--- config.mk ---
export PLATFORM = sky130hd
export DESIGN_NAME = stereo_onepole_biquad_filter_chain_core_flat
export DESIGN_NICKNAME = d
export VERILOG_FILES = /design/src/hw/rtl/sobfc_pkg.sv /design/src/hw/rtl/sobfc_if.sv /design/src/hw/rtl/sobfc_lane.sv /design/src/hw/rtl/stereo_onepole_biquad_filter_chain_core.sv /design/src/flat_wrapper.sv
export SDC_FILE = /design/constraint.sdc
export NUM_CORES = 2
export LEC_CHECK = 0
export BUFFER_PORTS_ARGS = -buffer_cell sky130_fd_sc_hd__buf_2
export CAP_MARGIN = 15
export CORE_UTILIZATION = 40
export CTS_BUF_LIST = sky130_fd_sc_hd__clkbuf_4 sky130_fd_sc_hd__clkbuf_8
export DETAILED_ROUTE_END_ITERATION = 10
export GPL_TIMING_DRIVEN = 1
export PLACE_DENSITY_LB_ADDON = 0.05
export RECOVER_POWER = 100
export SYNTH_ARGS = -nofsm -noshare
export SYNTH_HDL_FRONTEND = slang
export SYNTH_SLANG_ARGS = --single-unit
--- constraint.sdc ---
create_clock -name i_clk -period 11.7 [get_ports i_clk]
set_clock_uncertainty 0.15 [all_clocks]
set_input_delay 1.17 -clock i_clk [delete_from_list [all_inputs] [get_ports i_clk]]
set_output_delay 1.17 -clock i_clk [all_outputs]
set_load 0.02 [all_outputs]
--- src/hw/rtl/sobfc_pkg.sv ---
`default_nettype none

package sobfc_pkg;

    localparam int SAMPLE_W   = 16;
    localparam int COEF_W     = 16;
    localparam int GAIN_W     = 17;
    localparam int PROD_W     = GAIN_W + COEF_W;
    localparam int ACC_W      = PROD_W + 2;
    localparam int POLE_SHIFT = 15;
    localparam int BQ_SHIFT   = 14;
    localparam int CFG_IDX_W  = 3;
    localparam int CFG_DATA_W = 17;
    localparam int SAMPLE_MAX = 32767;
    localparam int SAMPLE_MIN = -32768;

    typedef enum logic [CFG_IDX_W-1:0] {
        REG_ENABLES,
        REG_POLE_FB,
        REG_POLE_GAIN,
        REG_BQ_FB1,
        REG_BQ_FB2,
        REG_BQ_FF0,
        REG_BQ_FF1,
        REG_BQ_FF2
    } t_reg_idx;

    typedef struct packed {
        logic [1:0]                enables;
        logic signed [COEF_W-1:0]  pole_fb;
        logic signed [GAIN_W-1:0]  pole_gain;
        logic signed [COEF_W-1:0]  bq_fb1;
        logic signed [COEF_W-1:0]  bq_fb2;
        logic signed [COEF_W-1:0]  bq_ff0;
        logic signed [COEF_W-1:0]  bq_ff1;
        logic signed [COEF_W-1:0]  bq_ff2;
    } t_coef;

    typedef struct packed {
        logic start;
        logic clr_pole;
        logic clr_bq;
    } t_lane_ctl;

endpackage

`default_nettype wire

--- src/hw/rtl/sobfc_if.sv ---
`default_nettype none

interface sobfc_in_if;
    import sobfc_pkg::*;
    logic                       valid;
    logic                       ready;
    logic signed [SAMPLE_W-1:0] left_in;
    logic signed [SAMPLE_W-1:0] right_in;

    modport source (output valid, left_in, right_in, input ready);
    modport sink   (input valid, left_in, right_in, output ready);
endinterface

interface sobfc_out_if;
    import sobfc_pkg::*;
    logic                       valid;
    logic                       ready;
    logic signed [SAMPLE_W-1:0] left_out;
    logic signed [SAMPLE_W-1:0] right_out;

    modport source (output valid, left_out, right_out, input ready);
    modport sink   (input valid, left_out, right_out, output ready);
endinterface

`default_nettype wire

--- src/hw/rtl/sobfc_lane.sv ---
`default_nettype none

module sobfc_lane
    import sobfc_pkg::*;
(
    input  wire logic                       i_clk,
    input  wire logic                       i_rst_n,
    input  wire t_coef                      i_coef,
    input  wire t_lane_ctl                  i_ctl,
    input  wire logic signed [SAMPLE_W-1:0] i_sample,
    output logic                            o_done,
    output logic signed [SAMPLE_W-1:0]      o_result
);

    typedef enum logic [3:0] {
        ST_IDLE,
        ST_P_GAIN,
        ST_P_FB,
        ST_P_END,
        ST_B_FF0,
        ST_B_FF1,
        ST_B_FF2,
        ST_B_FB1,
        ST_B_FB2,
        ST_B_END,
        ST_DONE
    } t_state;

    localparam logic signed [ACC_W-1:0] ACC_MAX = ACC_W'(SAMPLE_MAX);
    localparam logic signed [ACC_W-1:0] ACC_MIN = ACC_W'(SAMPLE_MIN);

    function automatic logic signed [SAMPLE_W-1:0] f_sat(input logic signed [ACC_W-1:0] v);
        logic signed [SAMPLE_W-1:0] r;
        if (v > ACC_MAX) begin
            r = SAMPLE_W'(SAMPLE_MAX);
        end else if (v < ACC_MIN) begin
            r = SAMPLE_W'(SAMPLE_MIN);
        end else begin
            r = v[SAMPLE_W-1:0];
        end
        return r;
    endfunction

    t_state                     r_state;
    logic signed [SAMPLE_W-1:0] r_x;
    logic signed [SAMPLE_W-1:0] r_pole_y;
    logic signed [SAMPLE_W-1:0] r_x1;
    logic signed [SAMPLE_W-1:0] r_x2;
    logic signed [SAMPLE_W-1:0] r_y1;
    logic signed [SAMPLE_W-1:0] r_y2;
    logic signed [PROD_W-1:0]   r_prod;
    logic signed [ACC_W-1:0]    r_acc;

    logic signed [GAIN_W-1:0]   w_a;
    logic signed [SAMPLE_W-1:0] w_b;
    logic signed [ACC_W-1:0]    w_sum;
    logic signed [SAMPLE_W-1:0] w_pole_y;
    logic signed [SAMPLE_W-1:0] w_bq_y;

    // operand select for the shared multiplier
    always_comb begin
        w_a = '0;
        w_b = '0;
        case (r_state)
            ST_P_GAIN: begin w_a = i_coef.pole_gain;           w_b = r_x;      end
            ST_P_FB:   begin w_a = GAIN_W'(i_coef.pole_fb);    w_b = r_pole_y; end
            ST_B_FF0:  begin w_a = GAIN_W'(i_coef.bq_ff0);     w_b = r_x;      end
            ST_B_FF1:  begin w_a = GAIN_W'(i_coef.bq_ff1);     w_b = r_x1;     end
            ST_B_FF2:  begin w_a = GAIN_W'(i_coef.bq_ff2);     w_b = r_x2;     end
            ST_B_FB1:  begin w_a = GAIN_W'(i_coef.bq_fb1);     w_b = r_y1;     end
            ST_B_FB2:  begin w_a = GAIN_W'(i_coef.bq_fb2);     w_b = r_y2;     end
            default:   begin w_a = '0;                         w_b = '0;       end
        endcase
    end

    assign w_sum    = r_acc + ACC_W'(r_prod);
    assign w_pole_y = f_sat(w_sum >>> POLE_SHIFT);
    assign w_bq_y   = f_sat(w_sum >>> BQ_SHIFT);

    always_ff @(posedge i_clk) begin
        r_prod <= w_a * w_b;
        if (!i_rst_n) begin
            r_state  <= ST_IDLE;
            r_pole_y <= '0;
            r_x1     <= '0;
            r_x2     <= '0;
            r_y1     <= '0;
            r_y2     <= '0;
            r_acc    <= '0;
        end else begin
            if (i_ctl.clr_pole) begin
                r_pole_y <= '0;
            end
            if (i_ctl.clr_bq) begin
                r_x1 <= '0;
                r_x2 <= '0;
                r_y1 <= '0;
                r_y2 <= '0;
            end
            unique case (r_state)
                ST_IDLE: begin
                    if (i_ctl.start) begin
                        r_x <= i_sample;
                        if (i_coef.enables[0]) begin
                            r_state <= ST_P_GAIN;
                        end else if (i_coef.enables[1]) begin
                            r_state <= ST_B_FF0;
                        end else begin
                            r_state <= ST_DONE;
                        end
                    end
                end
                ST_P_GAIN: begin
                    r_acc   <= '0;
                    r_state <= ST_P_FB;
                end
                ST_P_FB: begin
                    r_acc   <= w_sum;
                    r_state <= ST_P_END;
                end
                ST_P_END: begin
                    r_x      <= w_pole_y;
                    r_pole_y <= w_pole_y;
                    r_state  <= i_coef.enables[1] ? ST_B_FF0 : ST_DONE;
                end
                ST_B_FF0: begin
                    r_acc   <= '0;
                    r_state <= ST_B_FF1;
                end
                ST_B_FF1: begin
                    r_acc   <= w_sum;
                    r_state <= ST_B_FF2;
                end
                ST_B_FF2: begin
                    r_acc   <= w_sum;
                    r_state <= ST_B_FB1;
                end
                ST_B_FB1: begin
                    r_acc   <= w_sum;
                    r_state <= ST_B_FB2;
                end
                ST_B_FB2: begin
                    r_acc   <= w_sum;
                    r_state <= ST_B_END;
                end
                ST_B_END: begin
                    r_x2    <= r_x1;
                    r_x1    <= r_x;
                    r_y2    <= r_y1;
                    r_y1    <= w_bq_y;
                    r_x     <= w_bq_y;
                    r_state <= ST_DONE;
                end
                ST_DONE: begin
                    r_state <= ST_IDLE;
                end
                default: begin
                    r_state <= ST_IDLE;
                end
            endcase
        end
    end

    assign o_done   = (r_state == ST_DONE);
    assign o_result = r_x;

endmodule

`default_nettype wire

--- src/hw/rtl/stereo_onepole_biquad_filter_chain_core.sv ---
// Channel  | Dir | Handshake           | Payload
// i_in     | in  | valid / ready       | left_in, right_in (signed 16)
// o_out    | out | valid / ready       | left_out, right_out (signed 16)
// i_cfg_*  | in  | write enable only   | index 3 bits, data 17 bits
//
// A stereo pair passes through the enabled stages of each lane, from transfer
// in to result valid. The single multiplier in each lane steps through up to
// seven products, one product per cycle, then each stage is saturated and the
// lanes hand over. The next pair is taken the cycle after the lanes hand over.
// Reset is synchronous and active low: coefficients go to passthrough and all
// history is cleared. A stalled output holds its pair in the output register.

`default_nettype none

module stereo_onepole_biquad_filter_chain_core
    import sobfc_pkg::*;
(
    input  wire logic                  i_clk,
    input  wire logic                  i_rst_n,
    input  wire logic                  i_cfg_we,
    input  wire logic [CFG_IDX_W-1:0]  i_cfg_idx,
    input  wire logic [CFG_DATA_W-1:0] i_cfg_data,
    sobfc_in_if.sink                   i_in,
    sobfc_out_if.source                o_out
);

    t_coef                      r_coef;
    logic                       r_busy;
    logic                       r_have;
    logic                       r_out_valid;
    logic signed [SAMPLE_W-1:0] r_out_left;
    logic signed [SAMPLE_W-1:0] r_out_right;

    t_lane_ctl                  w_ctl;
    logic                       w_done_l;
    logic                       w_done_r;
    logic signed [SAMPLE_W-1:0] w_res_l;
    logic signed [SAMPLE_W-1:0] w_res_r;
    logic                       w_have;
    logic                       w_load;
    logic                       w_accept;

    // input transfer only when both lanes have handed over
    assign i_in.ready = !r_busy;
    assign w_accept   = i_in.valid && !r_busy;

    // clear a stage's history whenever its enable is written low
    always_comb begin
        w_ctl.start    = w_accept;
        w_ctl.clr_pole = i_cfg_we && (t_reg_idx'(i_cfg_idx) == REG_ENABLES) && !i_cfg_data[0];
        w_ctl.clr_bq   = i_cfg_we && (t_reg_idx'(i_cfg_idx) == REG_ENABLES) && !i_cfg_data[1];
    end

    // configuration registers
    always_ff @(posedge i_clk) begin
        if (!i_rst_n) begin
            r_coef.enables   <= '0;
            r_coef.pole_fb   <= '0;
            r_coef.pole_gain <= 17'sh08000;
            r_coef.bq_fb1    <= '0;
            r_coef.bq_fb2    <= '0;
            r_coef.bq_ff0    <= 16'sh4000;
            r_coef.bq_ff1    <= '0;
            r_coef.bq_ff2    <= '0;
        end else if (i_cfg_we) begin
            unique case (t_reg_idx'(i_cfg_idx))
                REG_ENABLES:   r_coef.enables   <= i_cfg_data[1:0];
                REG_POLE_FB:   r_coef.pole_fb   <= i_cfg_data[COEF_W-1:0];
                REG_POLE_GAIN: r_coef.pole_gain <= i_cfg_data[GAIN_W-1:0];
                REG_BQ_FB1:    r_coef.bq_fb1    <= i_cfg_data[COEF_W-1:0];
                REG_BQ_FB2:    r_coef.bq_fb2    <= i_cfg_data[COEF_W-1:0];
                REG_BQ_FF0:    r_coef.bq_ff0    <= i_cfg_data[COEF_W-1:0];
                REG_BQ_FF1:    r_coef.bq_ff1    <= i_cfg_data[COEF_W-1:0];
                REG_BQ_FF2:    r_coef.bq_ff2    <= i_cfg_data[COEF_W-1:0];
                default:       r_coef.enables   <= r_coef.enables;
            endcase
        end
    end

    // one lane per channel
    sobfc_lane u_lane_left (
        .i_clk    (i_clk),
        .i_rst_n  (i_rst_n),
        .i_coef   (r_coef),
        .i_ctl    (w_ctl),
        .i_sample (i_in.left_in),
        .o_done   (w_done_l),
        .o_result (w_res_l)
    );

    sobfc_lane u_lane_right (
        .i_clk    (i_clk),
        .i_rst_n  (i_rst_n),
        .i_coef   (r_coef),
        .i_ctl    (w_ctl),
        .i_sample (i_in.right_in),
        .o_done   (w_done_r),
        .o_result (w_res_r)
    );

    // merge: both lanes run in lockstep; hold the pair in the lanes until
    // the output register is free, then advance it
    assign w_have = r_have || (w_done_l && w_done_r);
    assign w_load = w_have && (!r_out_valid || o_out.ready);

    always_ff @(posedge i_clk) begin
        if (!i_rst_n) begin
            r_busy      <= 1'b0;
            r_have      <= 1'b0;
            r_out_valid <= 1'b0;
        end else begin
            if (w_accept) begin
                r_busy <= 1'b1;
            end else if (w_load) begin
                r_busy <= 1'b0;
            end
            r_have <= w_have && !w_load;
            if (w_load) begin
                r_out_valid <= 1'b1;
            end else if (o_out.ready) begin
                r_out_valid <= 1'b0;
            end
        end
        if (w_load) begin
            r_out_left  <= w_res_l;
            r_out_right <= w_res_r;
        end
    end

    assign o_out.valid     = r_out_valid;
    assign o_out.left_out  = r_out_left;
    assign o_out.right_out = r_out_right;

endmodule

`default_nettype wire

--- src/flat_wrapper.sv ---
// flat-port wrapper written by rule: the top's interface ports become plain ports
module stereo_onepole_biquad_filter_chain_core_flat import sobfc_pkg::*;
  (i_clk, i_rst_n, i_cfg_we, i_cfg_idx, i_cfg_data, i_in_valid, i_in_left_in, i_in_right_in, i_in_ready, o_out_valid, o_out_left_out, o_out_right_out, o_out_ready);
  sobfc_in_if i_in_i ();
  sobfc_out_if o_out_i ();
  input  wire logic i_clk;
  input  wire logic i_rst_n;
  input  wire logic i_cfg_we;
  input  wire logic [CFG_IDX_W-1:0] i_cfg_idx;
  input  wire logic [CFG_DATA_W-1:0] i_cfg_data;
  input wire logic [$bits(i_in_i.valid)-1:0] i_in_valid;
  input wire logic [$bits(i_in_i.left_in)-1:0] i_in_left_in;
  input wire logic [$bits(i_in_i.right_in)-1:0] i_in_right_in;
  output wire logic [$bits(i_in_i.ready)-1:0] i_in_ready;
  output wire logic [$bits(o_out_i.valid)-1:0] o_out_valid;
  output wire logic [$bits(o_out_i.left_out)-1:0] o_out_left_out;
  output wire logic [$bits(o_out_i.right_out)-1:0] o_out_right_out;
  input wire logic [$bits(o_out_i.ready)-1:0] o_out_ready;
  assign i_in_i.valid = i_in_valid;
  assign i_in_i.left_in = i_in_left_in;
  assign i_in_i.right_in = i_in_right_in;
  assign i_in_ready = i_in_i.ready;
  assign o_out_valid = o_out_i.valid;
  assign o_out_left_out = o_out_i.left_out;
  assign o_out_right_out = o_out_i.right_out;
  assign o_out_i.ready = o_out_ready;
  stereo_onepole_biquad_filter_chain_core u_core (.i_clk(i_clk), .i_rst_n(i_rst_n), .i_cfg_we(i_cfg_we), .i_cfg_idx(i_cfg_idx), .i_cfg_data(i_cfg_data), .i_in(i_in_i), .o_out(o_out_i));
endmodule
**After elaboration in Yosys (flattened, before gate mapping)**

Index checks and enable logic that the tools add are counted.

- Register bits after elaboration: 486
- Output and inout port bits: 34
- Input port bits: 57

- Equality and inequality tests: 29
- Multiply operators: 2
- Add/sub/neg operators: 2
- Reduce and logical (&&, ||, !) cells: 41
- Mux-type cells: 39
- $lt $le $gt $ge: 8

Operator list:

| kind | number |
|---|---|
| 16-bit two-way mux | 22 |
| 17-bit one-hot mux with 7 select lines | 2 |
| 16-bit one-hot mux with 6 select lines | 2 |
| 35-bit one-hot mux with 2 select lines | 2 |
| 16-bit one-hot mux with 3 select lines | 2 |
| 4-bit one-hot mux with 10 select lines | 2 |
| 35-bit by 33-bit adder with 35-bit output | 2 |
| 17-bit by 16-bit multiplier with 33-bit output | 2 |
| 21-bit by 16-bit > comparator with 1-bit output, second input constant | 2 |
| 21-bit by 16-bit less-than comparator with 1-bit output, second input constant | 2 |
| 20-bit by 16-bit > comparator with 1-bit output, second input constant | 2 |
| 20-bit by 16-bit less-than comparator with 1-bit output, second input constant | 2 |
| 4-bit by 3-bit equality test with 1-bit output, second input constant | 8 |
| 4-bit equality test, second input constant | 6 |
| 4-bit by 2-bit equality test with 1-bit output, second input constant | 4 |
| 2-bit AND reduction | 8 |
| 2-bit nonzero test | 8 |
| 3-bit equality test, second input constant | 4 |
| 4-bit two-way mux | 3 |
| 5-bit OR reduction | 2 |
| 4-bit by 1-bit equality test with 1-bit output, second input constant | 2 |
| 4-bit zero test | 2 |
| 1-bit logical AND | 7 |
| 3-bit by 2-bit equality test with 1-bit output, second input constant | 2 |
| 9 further kinds | 21 |

**Logic depth before layout (Yosys ltp)**

- Depth after elaboration: 6
- Mapped depth: 35
- Mapped depth without buffers: 31

**Modules after synthesis**

From an unflattened synthesis, not the netlist that was laid out.

- Cells, all modules: 5039
- Area, all modules: 44502.7 sq um

By module, submodules not included:

| module | area an instance (sq um) | sequential area each (sq um) | instances | cells each |
|---|---|---|---|---|
| sobfc_lane (u_core.u_lane_right) | 19810.2 | 3523.4 | 1 | 2313 |
| sobfc_lane (u_core.u_lane_left) | 19396.1 | 3523.4 | 1 | 2278 |
| stereo_onepole_biquad_filter_chain_core | 5296.3 | 3323.2 | 1 | 448 |

**Worst setup path before layout**

No wires, ideal clock.

- Path type: register to register
- Start: register u_core.u_lane_right.r_state[2]
- End: register u_core.u_lane_right.r_prod[32]
- Required time: 11.478 ns
- Arrival: 7.890 ns
- Library setup time: 0.072 ns
- Path slack: 3.588 ns
- Cell stages (with the launch flop): 30
- Path through: dfxtp_1 clkbuf_1 nand2_1 nor3_1 or2_2 clkbuf_1 clkbuf_1 a222oi_1 nand2_1 clkbuf_1 nand2_1 fa_1 inv_1 fa_1 fa_1 fa_1 fa_1 fa_1 ha_1 a21o_1 a21o_1 a21o_1 a21o_1 a21o_1 a21o_1 a221oi_1 o21ai_0 a221o_1 a21oi_1 xnor2_1

- Cells in the longest elaborated chain, start to end: 4
- Elaborated cells between the ends (all ways): 11
- Those cells by class: 1 x mul; 7 x eq/ne; 2 x mux; 1 x reduce/logical

RTL lines:

| item | line | source |
|---|---|---|
| from (decl) | sobfc_lane.sv:44 | `t_state r_state;` |
| from (signal assigned) | sobfc_lane.sv:124 | `r_state <= i_coef.enables[1] ? ST_B_FF0 : ST_DONE;` |
| 4-bit by 3-bit equality test with 1-bit output or 4-bit by 1-bit equality test with 1-bit output (tied branches) | sobfc_lane.sv:64 | `case (r_state)` |
| 2-bit OR reduction (no source line) | n/a |  |
| 16-bit one-hot mux with 6 select lines | sobfc_lane.sv:64 |  |
| 17-bit by 16-bit multiplier with 33-bit output * | sobfc_lane.sv:81 | `r_prod <= w_a * w_b;` |
| to (signal assigned) | sobfc_lane.sv:81 |  |
| to (decl) | sobfc_lane.sv:51 | `logic signed [PROD_W-1:0] r_prod;` |

Every way passes the cells marked *; elsewhere a longest branch is shown, timed or not.
A chain may end at the register's enable or synchronous reset.

**Worst setup path after layout**

- Start: register u_core.u_lane_left.r_state[1]
- End: register u_core.u_lane_left.r_prod[31]

- Cells in the longest elaborated chain, start to end: 4
- Elaborated cells between the ends (all ways): 11
- Those cells by class: 1 x mul; 7 x eq/ne; 2 x mux; 1 x reduce/logical

RTL lines:

| item | line |
|---|---|
| from (decl) | sobfc_lane.sv:44 |
| from (signal assigned) | sobfc_lane.sv:124 |
| 4-bit by 3-bit equality test with 1-bit output or 4-bit by 1-bit equality test with 1-bit output (tied branches) | sobfc_lane.sv:64 |
| 2-bit OR reduction (no source line) | n/a |
| 16-bit one-hot mux with 6 select lines | sobfc_lane.sv:64 |
| 17-bit by 16-bit multiplier with 33-bit output * | sobfc_lane.sv:81 |
| to (signal assigned) | sobfc_lane.sv:81 |
| to (decl) | sobfc_lane.sv:51 |

Marked as above.

==> implementation parameters <==
Parameter                              Value

Synthesis
  Share of synthesized area spent on multiplexers    less than 1%
  Share of synthesized registers carrying an async set or reset    0%
  Synthesis Warnings    0
  Simple logic cell fraction of the synthesized area    16.4%
  Gate count after technology mapping    approximately 5000
  Number of enable flip-flop cells after synthesis    64
  Synthesized netlist net count    around 5700
  Synthesized-area fraction occupied by xor and xnor cells    around 2.8%
  Distinct cells, synth    85
  Dominant combinational cell family by area after synthesis    adder cells
  Portion of the post-synthesis area used by sequential elements    24.3%
  Syn_area_per_cell    ~8.7 µm²
  Fraction of the mapped netlist area in compound gates    between 10% and 20%
  Count of state elements after synthesis    486
  Leading register cell type out of synthesis    sky130_fd_sc_hd__dfxtp_1
  Share of synthesized cell area in full adder, half adder and majority cells    around 33%
  Post-synthesis instance area    approximately 43000 µm²

Worst setup path
  Highest net fanout along the worst path    26
  Required @ worst endpoint    about 12 ns
  Cell repeated most along the worst path    sky130_fd_sc_hd__fa_1
  Crit start category    flop
  Worst r2r src    u_core.u_lane_left.r_state[1]$_SDFFE_PN0P_
  Worst path buffer plus inverter count    6
  Slowest CP cell    sky130_fd_sc_hd__clkbuf_1
  Largest stage delay on the critical path    1.03 ns
  Cell count of the worst reg-to-reg path    30
  Setup Crit Path Kind    reg -> reg
  End of the worst register-to-register path    u_core.u_lane_left.r_prod[31]$_DFF_P_
  Data arrival time of the critical path    around 11 ns
  Element type at the critical path end    flop
  Worst path top cell family by delay    compound AO/OA/AOI/OAI gates
  FF-to-FF setup slack    1.41 ns

Route
  Antenna violation net count after detailed routing    0
  Total wire length    140 mm
  DRC errors left    44
  Vias per cell    around 5.6
  Initial DRC Count    around 3200
  First-pass iteration count of the detailed router    11
  Overall via count from detail_route    35200
  Drt wl/cell    roughly 22 µm

Layout
  Final Net Count    5715
  Fillers    between 10000 and 15000
  Share of post-route cells with drive strength above 1    under 10%
  Most common library cell in the layout ignoring fill and taps    sky130_fd_sc_hd__nand2_1
  Final standard cell utilization of the core    44.0%
  Leading cell types in the layout, fill and taps excluded    sky130_fd_sc_hd__nand2_1 (663), sky130_fd_sc_hd__inv_1 (648), sky130_fd_sc_hd__fa_1 (555)
  Area growth, synth to finish    8.77%

Floorplan
  Area of the die    between 100000 and 150000 µm²
  Die H    between 300 and 400 µm
  Width of the die    between 300 and 400 µm
  Total core area    ~110000 µm²
  Initial Utilization    about two fifths
  Count of standard-cell rows    119
  Boundary Pins    91

Clocking
  TritonCTS clock tree    yes
  Num Clock Sinks    a little under 500
  Cells resized by post-CTS repair    0
  Count of hold buffers inserted by post-cts repair    0
  Number of buffers on the longest clock path    3
  Master cell of the clock root buffer    sky130_fd_sc_hd__clkbuf_8
  CTS H-Tree Depth    3
  Post-CTS Repair Setup Buffers    0
  Source-to-sink clock delay at the later pin of the worst-skew pair    between 0.7 and 0.8 ns
  Clock transition at the register clock pins on the worst setup and hold paths after CTS    around 0.060 ns
  Number of buffers created by CTS    slightly above 90

Timing
  Hold violation count in the final report    0
  Slew Limit Fails    360
  Period utilization    between 80 and 90%
  Normalized max-slew margin    -333%
  Total Negative Setup Slacks    0 ns
  Maximum clock rate    between 0.09 and 0.1 GHz
  Setup repair after global routing missed its margin    false
  Finish-stage setup viols    0
  Min Tclk post-route    between 10 and 15 ns
  Pin slew with the least headroom to its limit    between 6 and 7 ns

Power
  Static leakage    between 20 and 25 nW
  Power density over the cells    around 130 nW/µm²
  Total power after layout    6.04 mW
  Worst IR Drop VDD    between 100 and 150 µV

Placement
  Count of buffers from port buffering    90
  Placed wire-length estimate    105 mm
  Placer congestion estimate    0.879

Min path
  Worst hold stages    2
  Tightest Hold Check Type    reg -> reg
  Worst hold endpoint    u_core.u_lane_left.r_pole_y[10]$_SDFFE_PN0P_
  Min-delay src    u_core.u_lane_left.r_pole_y[10]$_SDFFE_PN0P_

Global route
  Overall Global Routing Usage    between 20% and 30%
  Largest net degree at the start of global routing    between 150 and 200
  Initial antenna violation count    11
  Global-route wire length before repair    about 210 mm
  Final global-route overflow total    0
  Vias in the first global route    34800

Run status
  Outcome    finished with violations
  Violations in the final reports    DRC, capacitance limit, slew limit

Run
  Number of maximum-capacitance constraint violations    5
## metal layers
metal  share of wire [%]  track usage (%)  vias up  wire, µm
met4                 2.3             6.56       10      3190
met3                 8.8             6.14      204     12200
met5               0.039                0        -        54
li1                    -                -    16200         -
met1                  47             38.5    17600     65000
met2                  42             38.2     1236     59100
## cell usage after synthesis (32+ instances only)
cell / instances / area share, %
sky130_fd_sc_hd__a21oi_1: 324 / 3.8
sky130_fd_sc_hd__clkbuf_1: 240 / 2.1
sky130_fd_sc_hd__nand2_1: 663 / 5.8
sky130_fd_sc_hd__a222oi_1: 70 / 1.6
sky130_fd_sc_hd__nor2_1: 547 / 4.8
sky130_fd_sc_hd__fa_1: 555 / 26
sky130_fd_sc_hd__o21ai_0: 87 / 1.0
sky130_fd_sc_hd__ha_1: 235 / 6.9
sky130_fd_sc_hd__nand3_1: 102 / 1.2
sky130_fd_sc_hd__and4_1: 32 / 0.66
sky130_fd_sc_hd__inv_1: 648 / 5.7
sky130_fd_sc_hd__nand2b_1: 51 / 0.75
sky130_fd_sc_hd__a21o_1: 75 / 1.3
sky130_fd_sc_hd__edfxtp_1: 64 / 4.5
sky130_fd_sc_hd__xor2_1: 40 / 0.82
sky130_fd_sc_hd__nor3_1: 33 / 0.39
sky130_fd_sc_hd__a31oi_1: 37 / 0.54
sky130_fd_sc_hd__xnor2_1: 98 / 2.0
sky130_fd_sc_hd__dfxtp_1: 422 / 20
sky130_fd_sc_hd__nand4_1: 43 / 0.63
sky130_fd_sc_hd__a22oi_1: 178 / 3.1
## where the power goes
part | leakage [nW] | total (mW) | switching, mW | internal, mW
clock network | 1.12 | 1.98 | 0.840 | 1.14
logic | 15.3 | 2.05 | 1.50 | 0.549
registers | 3.99 | 2.02 | 0.178 | 1.84
total | 20.4 | 6.04 | 2.51 | 3.53
## worst min-delay path, stage by stage (launching register included)
cell                      delay (ns)
sky130_fd_sc_hd__dfxtp_1        0.33
sky130_fd_sc_hd__nand2_1        0.04
sky130_fd_sc_hd__o21ai_0        0.05
## worst max path at each step
stage                                                     start                                     end  slack [ns]  cells after the start
finish               u_core.u_lane_left.r_state[1]$_SDFFE_PN0P_   u_core.u_lane_left.r_prod[31]$_DFF_P_        1.41                     30
CTS                  u_core.u_lane_left.r_state[3]$_SDFFE_PN0P_   u_core.u_lane_left.r_prod[31]$_DFF_P_        2.10                     29
floorplan           u_core.u_lane_right.r_state[2]$_SDFFE_PN0P_  u_core.u_lane_right.r_prod[32]$_DFF_P_        3.59                     29
global route        u_core.u_lane_right.r_state[3]$_SDFFE_PN0P_  u_core.u_lane_right.r_prod[32]$_DFF_P_        0.77                     26
global placement    u_core.u_lane_right.r_state[3]$_SDFFE_PN0P_  u_core.u_lane_right.r_prod[32]$_DFF_P_        2.27                     28
detailed placement   u_core.u_lane_left.r_state[3]$_SDFFE_PN0P_   u_core.u_lane_left.r_prod[31]$_DFF_P_        2.12                     29
## flip-flops by register name, summed over array words and instances (netlist names), 33 cells and up
signal,count
u_core.u_lane_right.r_acc,35
u_core.u_lane_right.r_prod,33
u_core.u_lane_left.r_prod,33
u_core.u_lane_left.r_acc,35
u_core.r_coef,115
## area by class of cell
type	instances	area, µm²	share of cell area (%)
diodes	3	7.51	0.0162
inverters	649	2440	5.25
repair buffers	142	779	1.68
well taps	1391	1740	3.75
clock buffers	137	1700	3.67
multi-input cells	3496	28900	62.3
clock inverters	37	455	0.981
flip-flops and latches	486	10400	22.3
## kinds of logic (layout without fill, tap and decap cells)
group | count (synthesis) | in the layout
DFF | 486 | 486
and+or+nand+nor | 1602 | 1602
buffers and inverters | 919 | 965
other | 0 | 3
adders and majority gates | 790 | 790
muxes | 16 | 16
xor gates and xnor gates | 138 | 138
AOI/OAI and AO/OA | 950 | 950
## stage by stage
stage	instances	cell area, µm²	hold WS, ns	setup WS [ns]
2_1_floorplan	4901	42700	0.274	3.59
3_3_place_gp	6162	44400	0.294	2.27
3_5_place_dp	6162	44400	0.295	2.12
4_1_cts	6336	46500	0.309	2.10
5_1_grt	6339	46400	0.335	0.774
6_report	6341	46400	0.305	1.41
Note: power is estimated with default switching activity, not from simulation.
